**src/hw/rtl/emrs_pkg.sv**
```systemverilog
`timescale 1ns / 1ps
// ----------------------------------------------------------------------------
// Energy meter reading scaler package
// Shared payload types, command codes, register indexes and scale constants.
// ----------------------------------------------------------------------------
package emrs_pkg;

  // Widths of the divider chain
  localparam int DIVD_W  = 42;      // dividend / quotient width
  localparam int DVSR_W  = 17;      // divisor and remainder width
  localparam int N_CELLS = DIVD_W;  // one quotient bit per cell

  // Command codes
  localparam logic [3:0] CMD_VOLT    = 4'd0;
  localparam logic [3:0] CMD_CURR    = 4'd1;
  localparam logic [3:0] CMD_ACTIVE  = 4'd2;
  localparam logic [3:0] CMD_ENERGY  = 4'd3;
  localparam logic [3:0] CMD_APPAR   = 4'd4;
  localparam logic [3:0] CMD_REACT   = 4'd5;
  localparam logic [3:0] CMD_PF      = 4'd6;
  localparam logic [3:0] CMD_FREQ    = 4'd7;
  localparam logic [3:0] CMD_SIGN    = 4'd8;

  // Logical channel codes
  localparam logic [1:0] LCH_ONE = 2'd1;
  localparam logic [1:0] LCH_TWO = 2'd2;

  // Configuration register indexes
  localparam logic [1:0] CFG_CHAN_SWAP = 2'd0;
  localparam logic [1:0] CFG_I_SCALE   = 2'd1;
  localparam logic [1:0] CFG_V_SCALE   = 2'd2;

  localparam logic        RST_CHAN_SWAP = 1'b1;
  localparam logic [15:0] RST_I_SCALE   = 16'd60;
  localparam logic [15:0] RST_V_SCALE   = 16'd240;

  // Scale constants
  localparam logic [15:0]       SCALE_POWER = 16'd1540;
  localparam logic [DVSR_W-1:0] POWER_DVSR  = DVSR_W'(1540);
  localparam logic [DVSR_W-1:0] ENERGY_DVSR = DVSR_W'(1000);
  localparam logic [15:0]       PF_MULT     = 16'd1000;
  localparam logic [DVSR_W-1:0] PF_DVSR     = DVSR_W'(32768);
  localparam logic [31:0]       FREQ_NUM    = 32'd22375000;
  localparam logic [15:0]       NO_LOAD_CUT = 16'd2;

  typedef struct packed {
    logic [3:0]  command;
    logic [1:0]  channel;
    logic [31:0] raw_a;
    logic [31:0] raw_b;
    logic [31:0] raw_common;
  } emrs_in_t;

  typedef struct packed {
    logic signed [32:0] value;
    logic               channel_ok;
    logic               chip_channel;
  } emrs_out_t;

  // Per-item information that rides along the divider chain
  typedef struct packed {
    logic [DVSR_W-1:0] dvsr;
    logic              neg;    // negate the quotient
    logic              lo16;   // keep the low 16 quotient bits only
    logic              ok;
    logic              chip;
  } emrs_side_t;

  typedef struct packed {
    logic              valid;
    logic [DVSR_W-1:0] rem;
    logic [DIVD_W-1:0] work;   // dividend bits shift out, quotient bits shift in
    emrs_side_t        side;
  } emrs_cell_t;

endpackage

```
**src/hw/rtl/emrs_front.sv**
```systemverilog
`timescale 1ns / 1ps
// ----------------------------------------------------------------------------
// Front end
// Holds the configuration registers, maps the channel, picks multiplier and
// divisor operands per command, multiplies and forms the chain's dividend.
// ----------------------------------------------------------------------------
module emrs_front (
  input  logic                  clk,
  input  logic                  rst_n,
  input  logic                  in_accept,
  input  emrs_pkg::emrs_in_t    in_data,
  input  logic                  cfg_we,
  input  logic [1:0]            cfg_index,
  input  logic [15:0]           cfg_wdata,
  output emrs_pkg::emrs_cell_t  cell_in
);
  import emrs_pkg::*;

  typedef enum logic [1:0] {
    MODE_FULL,    // whole product is the dividend
    MODE_HI,      // product bits 31:16
    MODE_HI_CUT   // product bits 31:16, zero below the no-load cutoff
  } mode_t;

  logic        chan_swap_r;
  logic [15:0] i_scale_r;
  logic [15:0] v_scale_r;

  // operand stage
  logic        s1_valid_r;
  logic [31:0] s1_a_r, a_nxt;
  logic [15:0] s1_b_r, b_nxt;
  mode_t       s1_mode_r, mode_nxt;
  emrs_side_t  s1_side_r, side_nxt;

  // product stage
  logic        s2_valid_r;
  logic [47:0] s2_prod_r, prod_nxt;
  mode_t       s2_mode_r;
  emrs_side_t  s2_side_r;

  logic        ch_valid;
  logic        chip;
  logic [31:0] raw;
  logic [31:0] mag;
  logic [15:0] pf_raw;
  logic [15:0] pf_mag;
  logic [15:0] hi;
  logic [DIVD_W-1:0] divd;

  always_ff @(posedge clk) begin
    if (!rst_n) begin
      chan_swap_r <= RST_CHAN_SWAP;
      i_scale_r   <= RST_I_SCALE;
      v_scale_r   <= RST_V_SCALE;
    end else if (cfg_we) begin
      case (cfg_index)
        CFG_CHAN_SWAP: chan_swap_r <= cfg_wdata[0];
        CFG_I_SCALE:   i_scale_r   <= cfg_wdata;
        CFG_V_SCALE:   v_scale_r   <= cfg_wdata;
        default: ;
      endcase
    end
  end

  always_comb begin
    ch_valid = (in_data.channel == LCH_ONE) || (in_data.channel == LCH_TWO);
    chip     = ch_valid & ((in_data.channel == LCH_TWO) ^ chan_swap_r);
    raw      = chip ? in_data.raw_b : in_data.raw_a;
    mag      = raw[31] ? (~raw + 32'd1) : raw;
    pf_raw   = raw[15:0];
    pf_mag   = pf_raw[15] ? (~pf_raw + 16'd1) : pf_raw;

    // default: zero result, flagged bad
    a_nxt         = '0;
    b_nxt         = 16'd1;
    mode_nxt      = MODE_FULL;
    side_nxt.dvsr = DVSR_W'(1);
    side_nxt.neg  = 1'b0;
    side_nxt.lo16 = 1'b0;
    side_nxt.ok   = 1'b0;
    side_nxt.chip = 1'b0;

    case (in_data.command)
      CMD_VOLT: begin
        a_nxt       = in_data.raw_common;
        b_nxt       = v_scale_r;
        mode_nxt    = MODE_HI;
        side_nxt.ok = 1'b1;
      end
      CMD_FREQ: begin
        a_nxt         = FREQ_NUM;
        side_nxt.dvsr = {1'b0, in_data.raw_common[15:0]} + DVSR_W'(1);
        side_nxt.lo16 = 1'b1;
        side_nxt.ok   = 1'b1;
      end
      CMD_SIGN: begin
        a_nxt         = 32'd1;
        side_nxt.ok   = ch_valid;
        side_nxt.chip = chip;
        side_nxt.neg  = ch_valid &
                        (chip ? in_data.raw_common[11] : in_data.raw_common[10]);
      end
      CMD_CURR: begin
        side_nxt.ok   = ch_valid;
        side_nxt.chip = chip;
        if (ch_valid) begin
          a_nxt    = raw;
          b_nxt    = i_scale_r;
          mode_nxt = MODE_HI_CUT;
        end
      end
      CMD_ACTIVE, CMD_APPAR, CMD_REACT: begin
        side_nxt.ok   = ch_valid;
        side_nxt.chip = chip;
        if (ch_valid) begin
          a_nxt         = mag;
          side_nxt.dvsr = POWER_DVSR;
        end
      end
      CMD_ENERGY: begin
        side_nxt.ok   = ch_valid;
        side_nxt.chip = chip;
        if (ch_valid) begin
          a_nxt         = mag;
          b_nxt         = SCALE_POWER;
          side_nxt.dvsr = ENERGY_DVSR;
        end
      end
      CMD_PF: begin
        side_nxt.ok   = ch_valid;
        side_nxt.chip = chip;
        if (ch_valid) begin
          // divide the magnitude, then restore the sign: truncates toward zero
          a_nxt         = {16'd0, pf_mag};
          b_nxt         = PF_MULT;
          side_nxt.dvsr = PF_DVSR;
          side_nxt.neg  = pf_raw[15];
        end
      end
      default: ;
    endcase
  end

  assign prod_nxt = s1_a_r * s1_b_r;

  always_ff @(posedge clk) begin
    if (!rst_n) begin
      s1_valid_r <= 1'b0;
      s2_valid_r <= 1'b0;
    end else begin
      s1_valid_r <= in_accept;
      s2_valid_r <= s1_valid_r;
    end
  end

  always_ff @(posedge clk) begin
    s1_a_r    <= a_nxt;
    s1_b_r    <= b_nxt;
    s1_mode_r <= mode_nxt;
    s1_side_r <= side_nxt;
    s2_prod_r <= prod_nxt;
    s2_mode_r <= s1_mode_r;
    s2_side_r <= s1_side_r;
  end

  always_comb begin
    hi = s2_prod_r[31:16];
    case (s2_mode_r)
      MODE_FULL:   divd = s2_prod_r[DIVD_W-1:0];
      MODE_HI:     divd = DIVD_W'(hi);
      MODE_HI_CUT: divd = (hi < NO_LOAD_CUT) ? '0 : DIVD_W'(hi);
      default:     divd = '0;
    endcase
  end

  assign cell_in.valid = s2_valid_r;
  assign cell_in.rem   = '0;
  assign cell_in.work  = divd;
  assign cell_in.side  = s2_side_r;

endmodule
```
**config.mk**
```make
export PLATFORM = sky130hd
export DESIGN_NAME = emrs_front
export DESIGN_NICKNAME = d
export VERILOG_FILES = /design/src/hw/rtl/emrs_pkg.sv /design/src/hw/rtl/emrs_front.sv
export SDC_FILE = /design/constraint.sdc
export NUM_CORES = 2
export LEC_CHECK = 0
export BUFFER_PORTS_ARGS = -buffer_cell sky130_fd_sc_hd__buf_2
export CORE_MARGIN = 3
export CORE_UTILIZATION = 31
export CTS_CLUSTER_DIAMETER = 80
export DETAILED_ROUTE_END_ITERATION = 12
export GPL_ROUTABILITY_DRIVEN = 0
export PLACE_DENSITY_LB_ADDON = 0.08
export SLEW_MARGIN = 10
export SYNTH_ARGS = -nofsm -noshare
export SYNTH_HDL_FRONTEND = slang
export SYNTH_SLANG_ARGS = --single-unit
```
**constraint.sdc**
```tcl
create_clock -name clk -period 11.8 [get_ports clk]
set_input_delay 2.95 -clock clk [delete_from_list [all_inputs] [get_ports clk]]
set_output_delay 2.95 -clock clk [all_outputs]
set_load 0.05 [all_outputs]
```
==> results.py <==
metrics = {
    "yosys": {
        "avgSynthCellArea_sq_um": 8.80,
        "yosys_warnings": 0,
        "syn-cell-area_sq_um": 22300,
        "yosysSeqAreaShare_pct": 15.3,
        "ys_ff_latch": 171,
        "async_flop_share_pct": 0,
        "synth_area_leader_cell": "fa_1",
        "synthTopCellsByArea": "fa_1 (36%), dfxtp_1 (15%), inv_1 (7.7%), nand2_1 (7.2%), and2_1 (6.4%)",
        "synth_edf_count": 0,
        "synth_flop_cell": "dfxtp_1",
        "ys_types": 77,
        "syn_inst": 2536,
        "synth_top_area_share_pct": 36.3,
    },
    "setup_path": {
        "worstPathRequired_ns": 12.22,
        "cp_slowest_cell": "dfxtp_1",
        "crit_fanout": 18,
        "cp_data_arrival_time_ns": 8.04,
        "endpoint_kind": "flop",
        "cp-start-kind": "flop",
        "path_cells": "buf_4 > nand2_1 > fa_1 > fa_1 > fa_1 > inv_1 > fa_1 > fa_1 > inv_1 > fa_1 > inv_1 > ha_1 > a21oi_1 > nor2_1 > a2111oi_0 > a21oi_1 > a211oi_1 > a21oi_1 > o21a_1 > nor2_1 > xnor2_1",
        "reg2regPathDepth": 21,
        "worstSetupPathType": "reg -> reg",
        "r2r_slack_ns": 4.19,
        "slowest_delay_ns": 0.83,
        "crit_top_cell": "fa_1",
    },
    "run": {
        "max-cap-violations": 0,
    },
    "global_routing": {
        "grt_pass1_wl_mm": 113,
        "grt_max_degree": 48,
        "grt_pass1_vias": 18601,
        "overflow": 0,
        "grt_antenna_before_repair": 4,
        "track_usage_pct": 19.9,
    },
    "sta": {
        "hold_violations": 0,
        "fin_crit_sh_pct": 64.5,
        "finalClockSkew_ns": 0.0258,
        "tightest_slew_ns": 1.06,
        "fin_setup_tns_ns": 0,
        "drv_slew": 0,
        "fmaxAchievable_mhz": 131,
        "period_needed_ns": 7.61,
        "slew_headroom_pct": 29.3,
        "grt_setup_unrepaired": "false",
        "finalSetupViolCount": 0,
    },
    "route": {
        "viasPerCell": 4.80,
        "drt_iter0_markers": 889,
        "drc_errors": 0,
        "via_count": 17247,
        "wl_per_cell_microns": 20.1,
        "ant_nets": 0,
        "first_pass_iters": 5,
        "drt-total-wl_mm": 72.4,
    },
    "floorplanning": {
        "row_count": 97,
        "core_sq_um": 70600,
        "die_w_microns": 274,
        "io_pins": 205,
        "die_h_microns": 274,
        "die_area_sq_um": 75300,
        "initial_core_util_pct": 31.6,
    },
    "cts": {
        "cts_hold_buf": 0,
        "clock_path_buffers": 2,
        "ctsRootBufferMaster": "clkbuf_16",
        "cts-resized-gates": 0,
        "clkLatencyLatePin_ns": 0.49,
        "post_cts_buffers": 0,
        "cts_buffers": 17,
        "htree_levels": 4,
        "cts_sinks": 171,
        "clk_pin_slew_ns": 0.09,
        "cts_tree": "done",
    },
    "power": {
        "p_sw_uw": 866,
        "p_comb_share_pct": 33.1,
        "ir_drop_v": 0.000109,
        "p_clk_share_pct": 30.7,
        "p_leak_uw": 0.0117,
        "sw_frac_of_total_pct": 43.3,
        "power_density_nw_per_um2": 81.1,
        "power_frac_seq_pct": 36.3,
        "cell_internal_pwr_uw": 1140,
    },
    "place": {
        "port_buffers": 187,
        "dp_cells": 3561,
        "dpl-instance-area_sq_um": 24100,
        "post-dp-hpwl_mm": 54.5,
    },
    "finish": {
        "seqCellArea_sq_um": 3420,
        "n_fill_cell": 7486,
        "fin_nets": 3264,
        "multi_input_area_sq_um": 16600,
        "drive_gt1_share_pct": 10.2,
        "fin_area_sq_um": 24700,
        "syn2layout_area_growth_pct": 10.6,
        "finalNonFillerCells": 3595,
    },
    "worst_hold_path": {
        "hold_class": "reg -> reg",
        "hold_depth": 0,
    },
    "status": {
        "status": "finished, final reports clean",
    },
}
registers in the layout, summed over array words and instances (netlist names), 2 cells and up:
register,flops
s1_side_r,21
s1_mode_r,2
cell_in,21
s2_mode_r,2
s1_b_r,16
s2_prod_r,42
v_scale_r,16
i_scale_r,16
s1_a_r,32
metrics by stage:
stage	setup WS (ns)	utilization [%]	power, uW	hold slack [ns]
after floorplan	5.91	-	1170	0.310
after global placement	4.32	34.1	1400	0.314
after detailed placement	4.14	34.1	1410	0.312
after CTS	4.14	35.0	2030	0.330
after global routing	3.77	35.0	2120	0.337
final	4.19	35.0	2000	0.330
layout make-up:
class	count	share of cell area [%]
multi-input cells	1777	67.3
flip-flops and latches	171	13.9
inverters	459	6.98
well taps	940	4.76
repair buffers	214	4.61
clock buffers	18	1.74
clock inverters	14	0.699
diodes	2	0.0203
per-layer routing:
layer	wire length (microns)	global-route usage [%]	vias up
met2	33900	33.0	476
li1	-	-	7948
met3	3740	2.80	54
met4	741	3.67	4
met1	33900	27.8	8765
met5	25	0	-
worst paths after layout:
check | from | to
min reg2reg | s1_side_r[13] | cell_in[13]
max reg2reg | s1_b_r[1] | s2_prod_r[38]
max | s1_b_r[1] | s2_prod_r[38]
min | s1_side_r[13] | cell_in[13]
kinds of logic (layout without fill, tap and decap cells):
logic type               Yosys count  in the layout  share of synthesized area, %
AO/OA/AOI/OAI                    299            299                          9.10
XOR/XNOR                          85             85                          3.42
adder cells (fa/ha/maj)          500            500                          41.6
buffers and inverters            604            705                          10.5
flip-flops                       171            171                          15.3
multiplexers                      42             42                          2.04
other                              1             19                        0.0168
AND/OR/NAND/NOR                  834            834                          17.9
synth_stat cells, types with 8 or more instances:
cell        n
a211oi_1   14
a21boi_0   25
a21o_1     27
a21oi_1    71
a221o_1     8
a22o_1     23
a31oi_1     9
and2_1    227
and3_1     14
buf_4      19
clkbuf_1  118
dfxtp_1   171
fa_1      405
ha_1       95
inv_1     457
mux2i_1    34
nand2_1   430
nand3_1    23
nor2_1     68
nor3_1     17
nor4_1      8
o21a_1     10
o21ai_0    46
o221ai_1   15
xnor2_1    47
xor2_1     37
placed cells by master, fill, tap and decap left out, types with 7 or more instances in the layout:
| cell | n |
|---|---|
| clkbuf_16 | 17 |
| nand3_1 | 23 |
| a211oi_1 | 14 |
| ha_1 | 95 |
| o21a_1 | 10 |
| a21boi_0 | 25 |
| nand2_1 | 430 |
| o221ai_1 | 15 |
| fa_1 | 405 |
| dfxtp_1 | 170 |
| nand4_1 | 7 |
| a21oi_1 | 71 |
| mux2i_1 | 33 |
| and2_1 | 227 |
| xnor2_1 | 47 |
| buf_4 | 27 |
| nor4_1 | 7 |
| buf_2 | 187 |
| and3_1 | 14 |
| nor2b_1 | 7 |
| xor2_1 | 37 |
| a221o_1 | 8 |
| o21ai_0 | 46 |
| nor2_1 | 67 |
| inv_1 | 457 |
| conb_1 | 17 |
| o211ai_1 | 7 |
| a31oi_1 | 9 |
| nor3_1 | 17 |
| a21o_1 | 27 |
| a22o_1 | 23 |
critical path, delay by kind of cell, from the launching register on:
family	cells	cell delay, ns
DFF	1	0.83
buffers and inverters	4	0.54
AOI/OAI and AO/OA	6	2.35
and+or+nand+nor	3	0.28
adders and majority gates	7	3.43
xor gates and xnor gates	1	0.12
power by group through the flow:
stage,clock network (uW),logic (uW),registers [uW]
floorplan,0,488,679
global placement,0,665,738
detailed placement,0,667,741
CTS,635,669,727
global route,655,732,732
finish,614,662,726
(Power assumes the default switching activity.)
