**config.mk**
```make
export PLATFORM = sky130hd
export DESIGN_NAME = emrs_cell
export DESIGN_NICKNAME = d
export VERILOG_FILES = /design/src/hw/rtl/emrs_pkg.sv /design/src/hw/rtl/emrs_cell.sv
export SDC_FILE = /design/constraint.sdc
export NUM_CORES = 1
export LEC_CHECK = 0
export BUFFER_PORTS_ARGS = -buffer_cell sky130_fd_sc_hd__buf_2
export CAP_MARGIN = 25
export CORE_MARGIN = 3
export CORE_UTILIZATION = 43
export CTS_BUF_LIST = sky130_fd_sc_hd__clkbuf_8 sky130_fd_sc_hd__clkbuf_16
export CTS_CLUSTER_DIAMETER = 40
export DETAILED_ROUTE_END_ITERATION = 16
export PLACE_DENSITY_LB_ADDON = 0.05
export RECOVER_POWER = 50
export SYNTH_ARGS = -nofsm -noshare
export SYNTH_HDL_FRONTEND = slang
export SYNTH_SLANG_ARGS = --single-unit
```
**constraint.sdc**
```tcl
create_clock -name clk -period 2.4 [get_ports clk]
set_input_delay 0.12 -clock clk [delete_from_list [all_inputs] [get_ports clk]]
set_output_delay 0.12 -clock clk [all_outputs]
set_load 0.02 [all_outputs]
```
**src/hw/rtl/emrs_pkg.sv**
```systemverilog
`timescale 1ns / 1ps
// ----------------------------------------------------------------------------
// Energy meter reading scaler package
// Shared payload types, command codes, register indexes and scale constants.
// ----------------------------------------------------------------------------
package emrs_pkg;

  // Widths of the divider chain
  localparam int DIVD_W  = 42;      // dividend / quotient width
  localparam int DVSR_W  = 17;      // divisor and remainder width
  localparam int N_CELLS = DIVD_W;  // one quotient bit per cell

  // Command codes
  localparam logic [3:0] CMD_VOLT    = 4'd0;
  localparam logic [3:0] CMD_CURR    = 4'd1;
  localparam logic [3:0] CMD_ACTIVE  = 4'd2;
  localparam logic [3:0] CMD_ENERGY  = 4'd3;
  localparam logic [3:0] CMD_APPAR   = 4'd4;
  localparam logic [3:0] CMD_REACT   = 4'd5;
  localparam logic [3:0] CMD_PF      = 4'd6;
  localparam logic [3:0] CMD_FREQ    = 4'd7;
  localparam logic [3:0] CMD_SIGN    = 4'd8;

  // Logical channel codes
  localparam logic [1:0] LCH_ONE = 2'd1;
  localparam logic [1:0] LCH_TWO = 2'd2;

  // Configuration register indexes
  localparam logic [1:0] CFG_CHAN_SWAP = 2'd0;
  localparam logic [1:0] CFG_I_SCALE   = 2'd1;
  localparam logic [1:0] CFG_V_SCALE   = 2'd2;

  localparam logic        RST_CHAN_SWAP = 1'b1;
  localparam logic [15:0] RST_I_SCALE   = 16'd60;
  localparam logic [15:0] RST_V_SCALE   = 16'd240;

  // Scale constants
  localparam logic [15:0]       SCALE_POWER = 16'd1540;
  localparam logic [DVSR_W-1:0] POWER_DVSR  = DVSR_W'(1540);
  localparam logic [DVSR_W-1:0] ENERGY_DVSR = DVSR_W'(1000);
  localparam logic [15:0]       PF_MULT     = 16'd1000;
  localparam logic [DVSR_W-1:0] PF_DVSR     = DVSR_W'(32768);
  localparam logic [31:0]       FREQ_NUM    = 32'd22375000;
  localparam logic [15:0]       NO_LOAD_CUT = 16'd2;

  typedef struct packed {
    logic [3:0]  command;
    logic [1:0]  channel;
    logic [31:0] raw_a;
    logic [31:0] raw_b;
    logic [31:0] raw_common;
  } emrs_in_t;

  typedef struct packed {
    logic signed [32:0] value;
    logic               channel_ok;
    logic               chip_channel;
  } emrs_out_t;

  // Per-item information that rides along the divider chain
  typedef struct packed {
    logic [DVSR_W-1:0] dvsr;
    logic              neg;    // negate the quotient
    logic              lo16;   // keep the low 16 quotient bits only
    logic              ok;
    logic              chip;
  } emrs_side_t;

  typedef struct packed {
    logic              valid;
    logic [DVSR_W-1:0] rem;
    logic [DIVD_W-1:0] work;   // dividend bits shift out, quotient bits shift in
    emrs_side_t        side;
  } emrs_cell_t;

endpackage

```
**src/hw/rtl/emrs_cell.sv**
```systemverilog
`timescale 1ns / 1ps
// ----------------------------------------------------------------------------
// Divider cell
// One restoring-division step: brings in the next dividend bit, subtracts the
// divisor when it fits and shifts the quotient bit in. Registered output.
// ----------------------------------------------------------------------------
module emrs_cell (
  input  logic                  clk,
  input  logic                  rst_n,
  input  emrs_pkg::emrs_cell_t  d_in,
  output emrs_pkg::emrs_cell_t  d_out
);
  import emrs_pkg::*;

  logic                valid_r;
  logic [DVSR_W-1:0]   rem_r;
  logic [DIVD_W-1:0]   work_r;
  emrs_side_t          side_r;

  logic [DVSR_W:0]     trial;
  logic                fits;
  logic [DVSR_W-1:0]   rem_nxt;
  logic [DIVD_W-1:0]   work_nxt;

  always_comb begin
    trial    = {d_in.rem, d_in.work[DIVD_W-1]};
    fits     = (trial >= {1'b0, d_in.side.dvsr});
    rem_nxt  = fits ? DVSR_W'(trial - {1'b0, d_in.side.dvsr}) : DVSR_W'(trial);
    work_nxt = {d_in.work[DIVD_W-2:0], fits};
  end

  always_ff @(posedge clk) begin
    if (!rst_n) begin
      valid_r <= 1'b0;
    end else begin
      valid_r <= d_in.valid;
    end
  end

  always_ff @(posedge clk) begin
    rem_r  <= rem_nxt;
    work_r <= work_nxt;
    side_r <= d_in.side;
  end

  assign d_out.valid = valid_r;
  assign d_out.rem   = rem_r;
  assign d_out.work  = work_r;
  assign d_out.side  = side_r;

  a_rem_below_dvsr: assert property (@(posedge clk) disable iff (!rst_n)
    valid_r |-> (rem_r < side_r.dvsr))
    else $error("divider cell remainder not below divisor");

endmodule

```
==> summary.txt, run 1 <==
Run status
  – Outcome: complete, no violations

Yosys
  – Ys flop type: dfxtp_1
  – Avg Inst Size Synth: about 12 um^2
  – Synth top area cells: dfxtp_1 (58%), ha_1 (7.5%), mux2_4 (5.3%)
  – Post-synthesis async set-or-reset flop share: 0
  – Mapped Area: ~0.0028 mm^2
  – Syn nets: around 340
  – Synth top area share: 0.575
  – Synth Instances: around 240
  – Post-synth cell types: 46
  – Ys Warns: 0
  – Number of synthesized flops with an enable pin: 0
  – Sequential share of the synthesized area: 0.575
  – Flops & latches, synth: 81
  – Post-synth top area cell: dfxtp_1

Drt
  – DRT iter0 DRCs: 56
  – Pre-antenna DRT Iters: 4
  – DR vias/cell: between 4 and 5
  – Antenna viol nets, final: 0
  – WL/cell: around 14 um
  – WL final: 7910 um
  – Via count: 2,566
  – DRC: 0

Power
  – Leakage power: approximately 0.0022 uW
  – Pwr Density: between 600 and 700 mW/mm^2
  – Max IR drop VDD: roughly 450 uV

Floorplan
  – Die Span Y: around 87 um
  – Top Ports: about 160
  – Site row count: 28
  – Initial Util: 0.460
  – Core Footprint: a little over 0.006 mm^2
  – Die X: about 87 um
  – Die area: 0.00756 mm^2

Layout
  – FILL cells: ~440
  – Diodes inserted: 0
  – Layout cell share with drive strength beyond 1: 0.373
  – Layout Nets: ~580
  – Final Cell Area: 0.00463 mm^2
  – Syn-to-layout area delta: 64.2%

Critical path
  – WP data required: about 2.6 ns
  – WS Path Type: in2reg
  – CP endpoint kind: register
  – CP max FO: 10
  – Crit start category: input port
  – Worst EP arrival: 2.53 ns

Clock tree
  – TritonCTS clock tree: built
  – Max Buffers Root-to-Sink: 2
  – Clk pin slew, worst setup/hold paths: about 0.080 ns
  – Cts bufs inserted: 9
  – Root Buffer: clkbuf_8
  – CTS HTree Levels: 3
  – Clk sinks: 81

Min path
  – Worst hold path class: in2reg
  – Hold depth: 2

Placed design
  – Port Buffers: between 150 and 200
  – Routability Congestion: about 0.75
  – Placed Area: ~0.0037 mm^2
  – Post-DP HPWL: about 5200 um

Timing
  – Tightest Pin Transition: 0.398 ns
  – Final slew viol count: 0
  – Final worst-path cycle share: 0.957
  – Final setup fails: 0
  – Hold Vio Cnt, Final: 0
  – Rel. slew slack: 0.733
  – RSZ-0062 raised after global routing: false
  – Final min period: ~2.3 ns
  – Highest Clock Rate: between 0.4 and 0.5 GHz
  – Sum of negative setup slack: 0 ns

Global route
  – Global Route Usage Sum: 0.213
  – Global route total overflow: 0
  – Largest net degree at the start of global routing: 17
  – First-pass GRT wire length: 12,500 um
  – Vias in the first global route: between 2,000 and 3,000
  – Initial antenna violation count: 0

Run
  – MaxCap Viol Count: 0
[what timing repair did]
| item | in CTS | in global routing |
|---|---|---|
| buffers inserted | 0 | 1 |
| endpoints found under the hold margin | 72 | 0 |
| gates resized for setup | 0 | 6 |
| hold buffers | 73 | 0 |
| setup endpoints to repair | 0 | 13 |
[per-layer routing]
metal / part of all wire / track usage / routed length, um
met1: 0.41 / 0.246 / 3220
met5: 0 / 0 / 0
met3: 0.075 / 0.0643 / 590
met4: 0.011 / 0.0708 / 87
met2: 0.51 / 0.375 / 4020
[synthesized netlist by cell type, types with 3 or more instances]
master / n
nand2b_1: 3
a21oi_1: 13
dfxtp_1: 81
xnor2_1: 8
a21boi_0: 3
a21o_1: 3
xor2_1: 3
and2_1: 4
mux2_4: 10
o31ai_2: 3
ha_1: 17
nand3_1: 7
nor2_1: 6
nand2_1: 9
nor3_1: 4
o21ai_0: 7
inv_1: 22
[final cells by class]
type	instances	area, um^2	area share
Sequential cell	81	1620	0.350
Timing Repair Buffer	239	1530	0.332
Multi-Input combinational cell	129	1090	0.236
Clock buffer	9	124	0.0268
Inverter	23	98.8	0.0214
Tap cell	75	93.8	0.0203
Clock inverter	7	61.3	0.0133
[power breakdown]
| part | internal, uW | switching [uW] |
|---|---|---|
| registers | 1460 | 26.4 |
| logic | 362 | 411 |
| clock network | 393 | 516 |
| total | 2210 | 954 |
[worst max-delay path, cell delays in order]
cell and delay (ns):
dlygate4sd3_1 0.52, buf_2 0.11, inv_1 0.04, ha_1 0.37, nand3_2 0.13, or3_4 0.40
a21oi_4 0.16, o21bai_4 0.08, and2_4 0.21, inv_12 0.10, mux2_4 0.30
[final timing paths]
kind | slack, ns | from | endpoint
worst max-delay path | 0.10 | d_in[9] | rem_r[10]
worst min-delay path | 0.02 | d_in[70] | rem_r[8]
[kinds of logic (layout without fill, tap and decap cells)]
logic type / Yosys count / after routing / synth area share
XOR/XNOR: 11 / 11 / 0.0342
AO/OA/AOI/OAI: 47 / 47 / 0.125
adder cells (fa/ha/maj): 18 / 18 / 0.0826
multiplexers: 11 / 11 / 0.0568
AND/OR/NAND/NOR: 42 / 42 / 0.0808
flip-flops: 81 / 81 / 0.575
buffers and inverters: 25 / 278 / 0.0449
[state kept, by name, summed over array words and instances, names as in the netlist]
signal and flops:
d_out 21, valid_r 1, work_r 42, rem_r 17
[cells in the final DEF, fill, tap and decap left out, types with 4 or more instances in the layout]
cell / count
dlygate4sd3_1: 73
clkbuf_8: 9
mux2_4: 10
nand3_1: 7
buf_2: 133
inv_1: 22
ha_1: 16
nand2_1: 9
dfxtp_1: 81
o21ai_0: 7
clkbuf_1: 28
and2_1: 4
nor3_1: 4
xnor2_1: 8
a21oi_1: 11
o31ai_2: 4
nor2_1: 6
[through the flow]
stage                      util  instances  power (uW)  hold WS, ns  worst slack [ns]
after floorplan               -        235        1960        0.148             0.319
after global placement    0.606        473        2190        0.223             0.179
after detailed placement  0.606        473        2190        0.224             0.124
after CTS                 0.755        562        3200      0.00234            0.0212
after global routing      0.755        563        3330      0.00422           0.00503
final                     0.755        563        3170       0.0214             0.102
(Power assumes the default switching activity.)
==> run 2, diff against run 1 <==
CORE_ASPECT_RATIO = 1.2   (was not set)
clock period = 2.25 ns   (was 2.4 ns; I/O delays follow)
==> summary.txt, run 2 (same netlist as run 1, synthesis figures left out) <==
Timing
  – Rel. slew slack: 0.748
  – RSZ-0062 raised after global routing: true
  – Highest Clock Rate: ~0.46 GHz
  – Final setup fails: 0
  – Final min period: around 2.2 ns
  – Hold Vio Cnt, Final: 0
  – Final slew viol count: 0
  – Tightest Pin Transition: 0.375 ns
  – Setup ws final: roughly 0.083 ns
  – Final worst-path cycle share: 0.963

Clock tree
  – Max Buffers Root-to-Sink: 2
  – Clk sinks: 81
  – Number of post-CTS setup repair buffers: 0
  – CTS HTree Levels: 3
  – Root Buffer: clkbuf_8
  – Clk pin slew, worst setup/hold paths: 0.08 ns
  – Cts bufs inserted: 9
  – TritonCTS clock tree: built

Global route
  – Global Route Usage Sum: 0.219
  – Vias in the first global route: roughly 2,700
  – Largest net degree at the start of global routing: 16
  – Initial antenna violation count: 0
  – First-pass GRT wire length: about 13,000 um
  – Global route total overflow: 0

Floorplan
  – Top Ports: about 160
  – Die X: 79.9 um
  – Core Footprint: a little over 0.006 mm^2
  – Die Span Y: 94.7 um
  – Site row count: 31
  – Die area: 0.00756 mm^2
  – Initial Util: 0.454

Drt
  – Pre-antenna DRT Iters: 4
  – DRC: 0
  – DR vias/cell: 4.57
  – Antenna viol nets, final: 0
  – WL/cell: 14.4 um
  – DRT iter0 DRCs: between 60 and 70
  – Via count: approximately 2,600
  – WL final: roughly 8000 um

Placed design
  – Post-DP HPWL: 5690 um
  – Routability Congestion: around 0.84
  – Port Buffers: 163
  – Placed Area: 0.00375 mm^2
  – Placed cell count: slightly below 500
  – Setup WS pre-CTS: about 0.095 ns

Critical path
  – CP max FO: 10
  – WP data required: between 2 and 2.5 ns
  – Crit start category: input port
  – CP endpoint kind: register
  – WS Path Type: in2reg
  – Worst EP arrival: between 2 and 2.5 ns

Layout
  – Final Cell Area: 0.00466 mm^2
  – Layout cell share with drive strength beyond 1: 0.395
  – Syn-to-layout area delta: 65.2%
  – Largest register FFs: 42
  – Commonest cells after routing, fill and taps aside: buf_2 (141), dfxtp_1 (81), dlygate4sd3_1 (71)
  – Non-filler cells, final: 571
  – Diodes inserted: 0
  – Reg with most FFs: work_r
  – Layout Nets: a little under 600
  – Commonest non-fill, non-tap cell in the layout: buf_2

Run status
  – Outcome: complete, no violations

Power
  – Pwr Density: between 700 and 800 mW/mm^2
  – Max IR drop VDD: roughly 330 uV
  – Leakage power: 0.00226 uW

Run
  – MaxCap Viol Count: 0

Min path
  – Worst hold path class: in2reg
==> run 2: changes by cell type in the layout (fill, tap and decap cells not counted), moves of 2 or more <==
cell,delta
dlygate4sd3_1,-2
clkbuf_1,-7
buf_4,+3
buf_2,+8
==> run 2: metal layers <==
metal  global-route usage  vias to the layer above  part of all wire
met5                    0                        -                 0
met4               0.0803                        0             0.018
met3               0.0620                       12             0.081
met2                0.413                      104              0.52
met1                0.226                     1187              0.38
li1                     -                     1306                 -
==> run 2: critical path: stages <==
cell and delay (ns):
dlygate4sd3_1 0.54, buf_2 0.13, ha_1 0.40, and4_1 0.27
nand2_1 0.10, a21oi_4 0.15, o21bai_4 0.08, and2_4 0.20
inv_12 0.10, mux2_4 0.30
==> run 2: final cells by class <==
cell class	instances	area [um^2]
multi-input cells	129	1110
clock inverters	7	53.8
inverters	23	98.8
flip-flops and latches	81	1620
clock buffers	9	124
fillers	437	1550
well taps	82	103
repair buffers	240	1550
==> run 2: what timing repair did <==
item,4_1_cts,5_1_grt
gates resized for setup,0,8
hold buffers,71,0
hold endpoints to repair,70,0
endpoints found under the setup margin,0,15
==> run 2: path summary, 6_finish.rpt <==
kind | startpoint | to | slack [ns] | depth (start not counted)
worst max-delay path | d_in[72] | rem_r[10] | 0.08 | 10
worst min-delay path | d_in[62] | rem_r[0] | 0.02 | 3
==> run 2: metrics by stage <==
step	power, uW	utilization	TNS, ns	hold slack, ns
2_1_floorplan	2090	-	0	0.140
3_3_place_gp	2350	0.605	0	0.215
3_5_place_dp	2350	0.605	0	0.216
4_1_cts	3410	0.748	0	0.000395
5_1_grt	3530	0.750	-0.00632	0.0172
6_report	3370	0.750	0	0.0244
==> run 2: power by group <==
group          leakage, uW  internal (uW)  switching, uW  total (uW)
Sequential        0.000683           1560           32.0        1590
Combinational      0.00149            396            443         839
Clock            0.0000822            408            529         937
==> run 3, diff against run 2 <==
clock period = 2.2 ns   (was 2.25 ns; I/O delays follow)
==> summary.txt, run 3 (same netlist as run 1, synthesis figures left out) <==
Run status
  – Outcome: complete, no violations

Critical path
  – Worst EP arrival: roughly 2.4 ns
  – CP cell instances: dlygate4sd3_1 -> buf_2 -> inv_1 -> ha_1 -> and2_1 -> nand2_1 -> nor4_2 -> a21oi_2 -> and2_4 -> inv_12 -> mux2_4
  – WP data required: around 2.4 ns
  – Slowest-stage cell, CP: dlygate4sd3_1
  – CP endpoint kind: register
  – Crit start category: input port
  – WS Path Type: in2reg
  – Critical Path Source: d_in[12]
  – CP max FO: 6
  – CP peak stage delay: ~0.53 ns

Drt
  – DRT iter0 DRCs: 50
  – Via count: approximately 2,600
  – Pre-antenna DRT Iters: 4
  – WL final: slightly below 9000 um
  – WL/cell: 15.0 um
  – DRC: 0
  – DR vias/cell: ~4.6
  – Antenna viol nets, final: 0

Power
  – Sw Share: 0.303
  – Int Pwr: 2430 uW
  – Pwr Density: roughly 730 mW/mm^2
  – Sw Pwr: approximately 1100 uW
  – Sequential share of power: 0.466
  – Clock power share: 0.280
  – Leakage power: 0.00235 uW
  – Max IR drop VDD: 415 uV
  – Comb power frac: 0.254

Timing
  – Rel. slew slack: 0.697
  – Setup ws final: roughly 0.0078 ns
  – Tightest Pin Transition: between 0.4 and 0.5 ns
  – Highest Clock Rate: around 0.46 GHz
  – Hold WS: roughly 0.026 ns
  – Hold Vio Cnt, Final: 0
  – Final min period: about 2.2 ns
  – Final setup fails: 0
  – Final slew viol count: 0
  – Final worst-path cycle share: 0.996

Global route
  – Largest net degree at the start of global routing: 16
  – Vias in the first global route: around 2,800
  – Initial antenna violation count: 0
  – Global Route Usage Sum: 0.230
  – Global route total overflow: 0
  – First-pass GRT wire length: about 13,000 um

Clock tree
  – Cts bufs inserted: 9
  – Max Buffers Root-to-Sink: 2
  – Root Buffer: clkbuf_8
  – TritonCTS clock tree: built
  – CTS HTree Levels: 3
  – Clk sinks: 81
  – Clk pin slew, worst setup/hold paths: 0.08 ns

Layout
  – Commonest cells after routing, fill and taps aside: buf_2 (156), dfxtp_1 (81), dlygate4sd3_1 (75)
  – FILL cells: approximately 440
  – Final Cell Area: 0.00476 mm^2
  – Reg with most FFs: work_r
  – Largest register FFs: between 40 and 50
  – Layout cell share with drive strength beyond 1: 0.421
  – Commonest non-fill, non-tap cell in the layout: buf_2
  – Layout Nets: approximately 600
  – Syn-to-layout area delta: 68.8%
  – Diodes inserted: 0

Floorplan
  – Top Ports: between 150 and 200
  – Die X: around 80 um
  – Die area: approximately 0.0076 mm^2
  – Die Span Y: between 90 and 100 um
  – Core Footprint: 0.00621 mm^2
  – Site row count: 31
  – Initial Util: 0.454

Placed design
  – Port Buffers: 163
  – Routability Congestion: ~0.82
  – Setup WS pre-CTS: approximately 0.064 ns
  – Post-DP HPWL: between 5000 and 6000 um
  – Placed Area: 0.00376 mm^2

Run
  – MaxCap Viol Count: 0

Min path
  – Worst hold path class: in2reg
  – Worst Min Path Start: d_in[75]
-- run 3: worst max-delay path, delay by kind of cell --
family                   cells  cell delay (ns)
AND/OR/NAND/NOR              4             0.76
AO/OA/AOI/OAI                1             0.11
multiplexers                 1             0.29
adder cells (fa/ha/maj)      1             0.35
buffers and inverters        4             0.79
-- run 3: per-stage QoR --
step                       util  total power (uW)  setup TNS (ns)  std cells
final                     0.767              3490               0        578
after global routing      0.767              3670          -0.298        578
after CTS                 0.756              3490               0        576
after detailed placement  0.606              2410               0        485
after global placement    0.606              2400               0        485
after floorplan               -              2140               0        235
-- run 3: what timing repair did --
item | CTS | global route
gates resized for setup | 0 | 10
hold endpoints to repair | 74 | 1
hold buffers | 75 | 1
buffers inserted | 0 | 1
setup endpoints to repair | 0 | 15
-- run 3: path summary, 6_finish.rpt --
| kind | slack [ns] | to | cells past startpoint |
|---|---|---|---|
| max | 0.008 | rem_r[5] | 11 |
| min | 0.03 | rem_r[13] | 3 |
-- run 3: final cells by class --
class,count,area (um^2),share of cell area
Tap cell,82,103,0.0216
Inverter,23,98.8,0.0208
Multi-Input combinational cell,129,1120,0.235
Timing Repair inverter,1,8.76,0.00184
Timing Repair Buffer,246,1630,0.343
Sequential cell,81,1620,0.341
Clock inverter,7,53.8,0.0113
Clock buffer,9,124,0.0260
-- run 3: power groups by stage --
| stage | Sequential [uW] | Combinational, uW | Clock, uW |
|---|---|---|---|
| 5_1_grt | 1640 | 955 | 1080 |
| 3_5_place_dp | 1660 | 750 | 0 |
| 6_report | 1630 | 885 | 979 |
| 4_1_cts | 1620 | 859 | 1000 |
| 3_3_place_gp | 1660 | 745 | 0 |
| 2_1_floorplan | 1820 | 315 | 0 |
-- run 3: routing by layer --
layer,GRT usage,wire (um)
met1,0.242,3260
met2,0.416,4560
met4,0.0859,164
met3,0.0811,672
met5,0,0
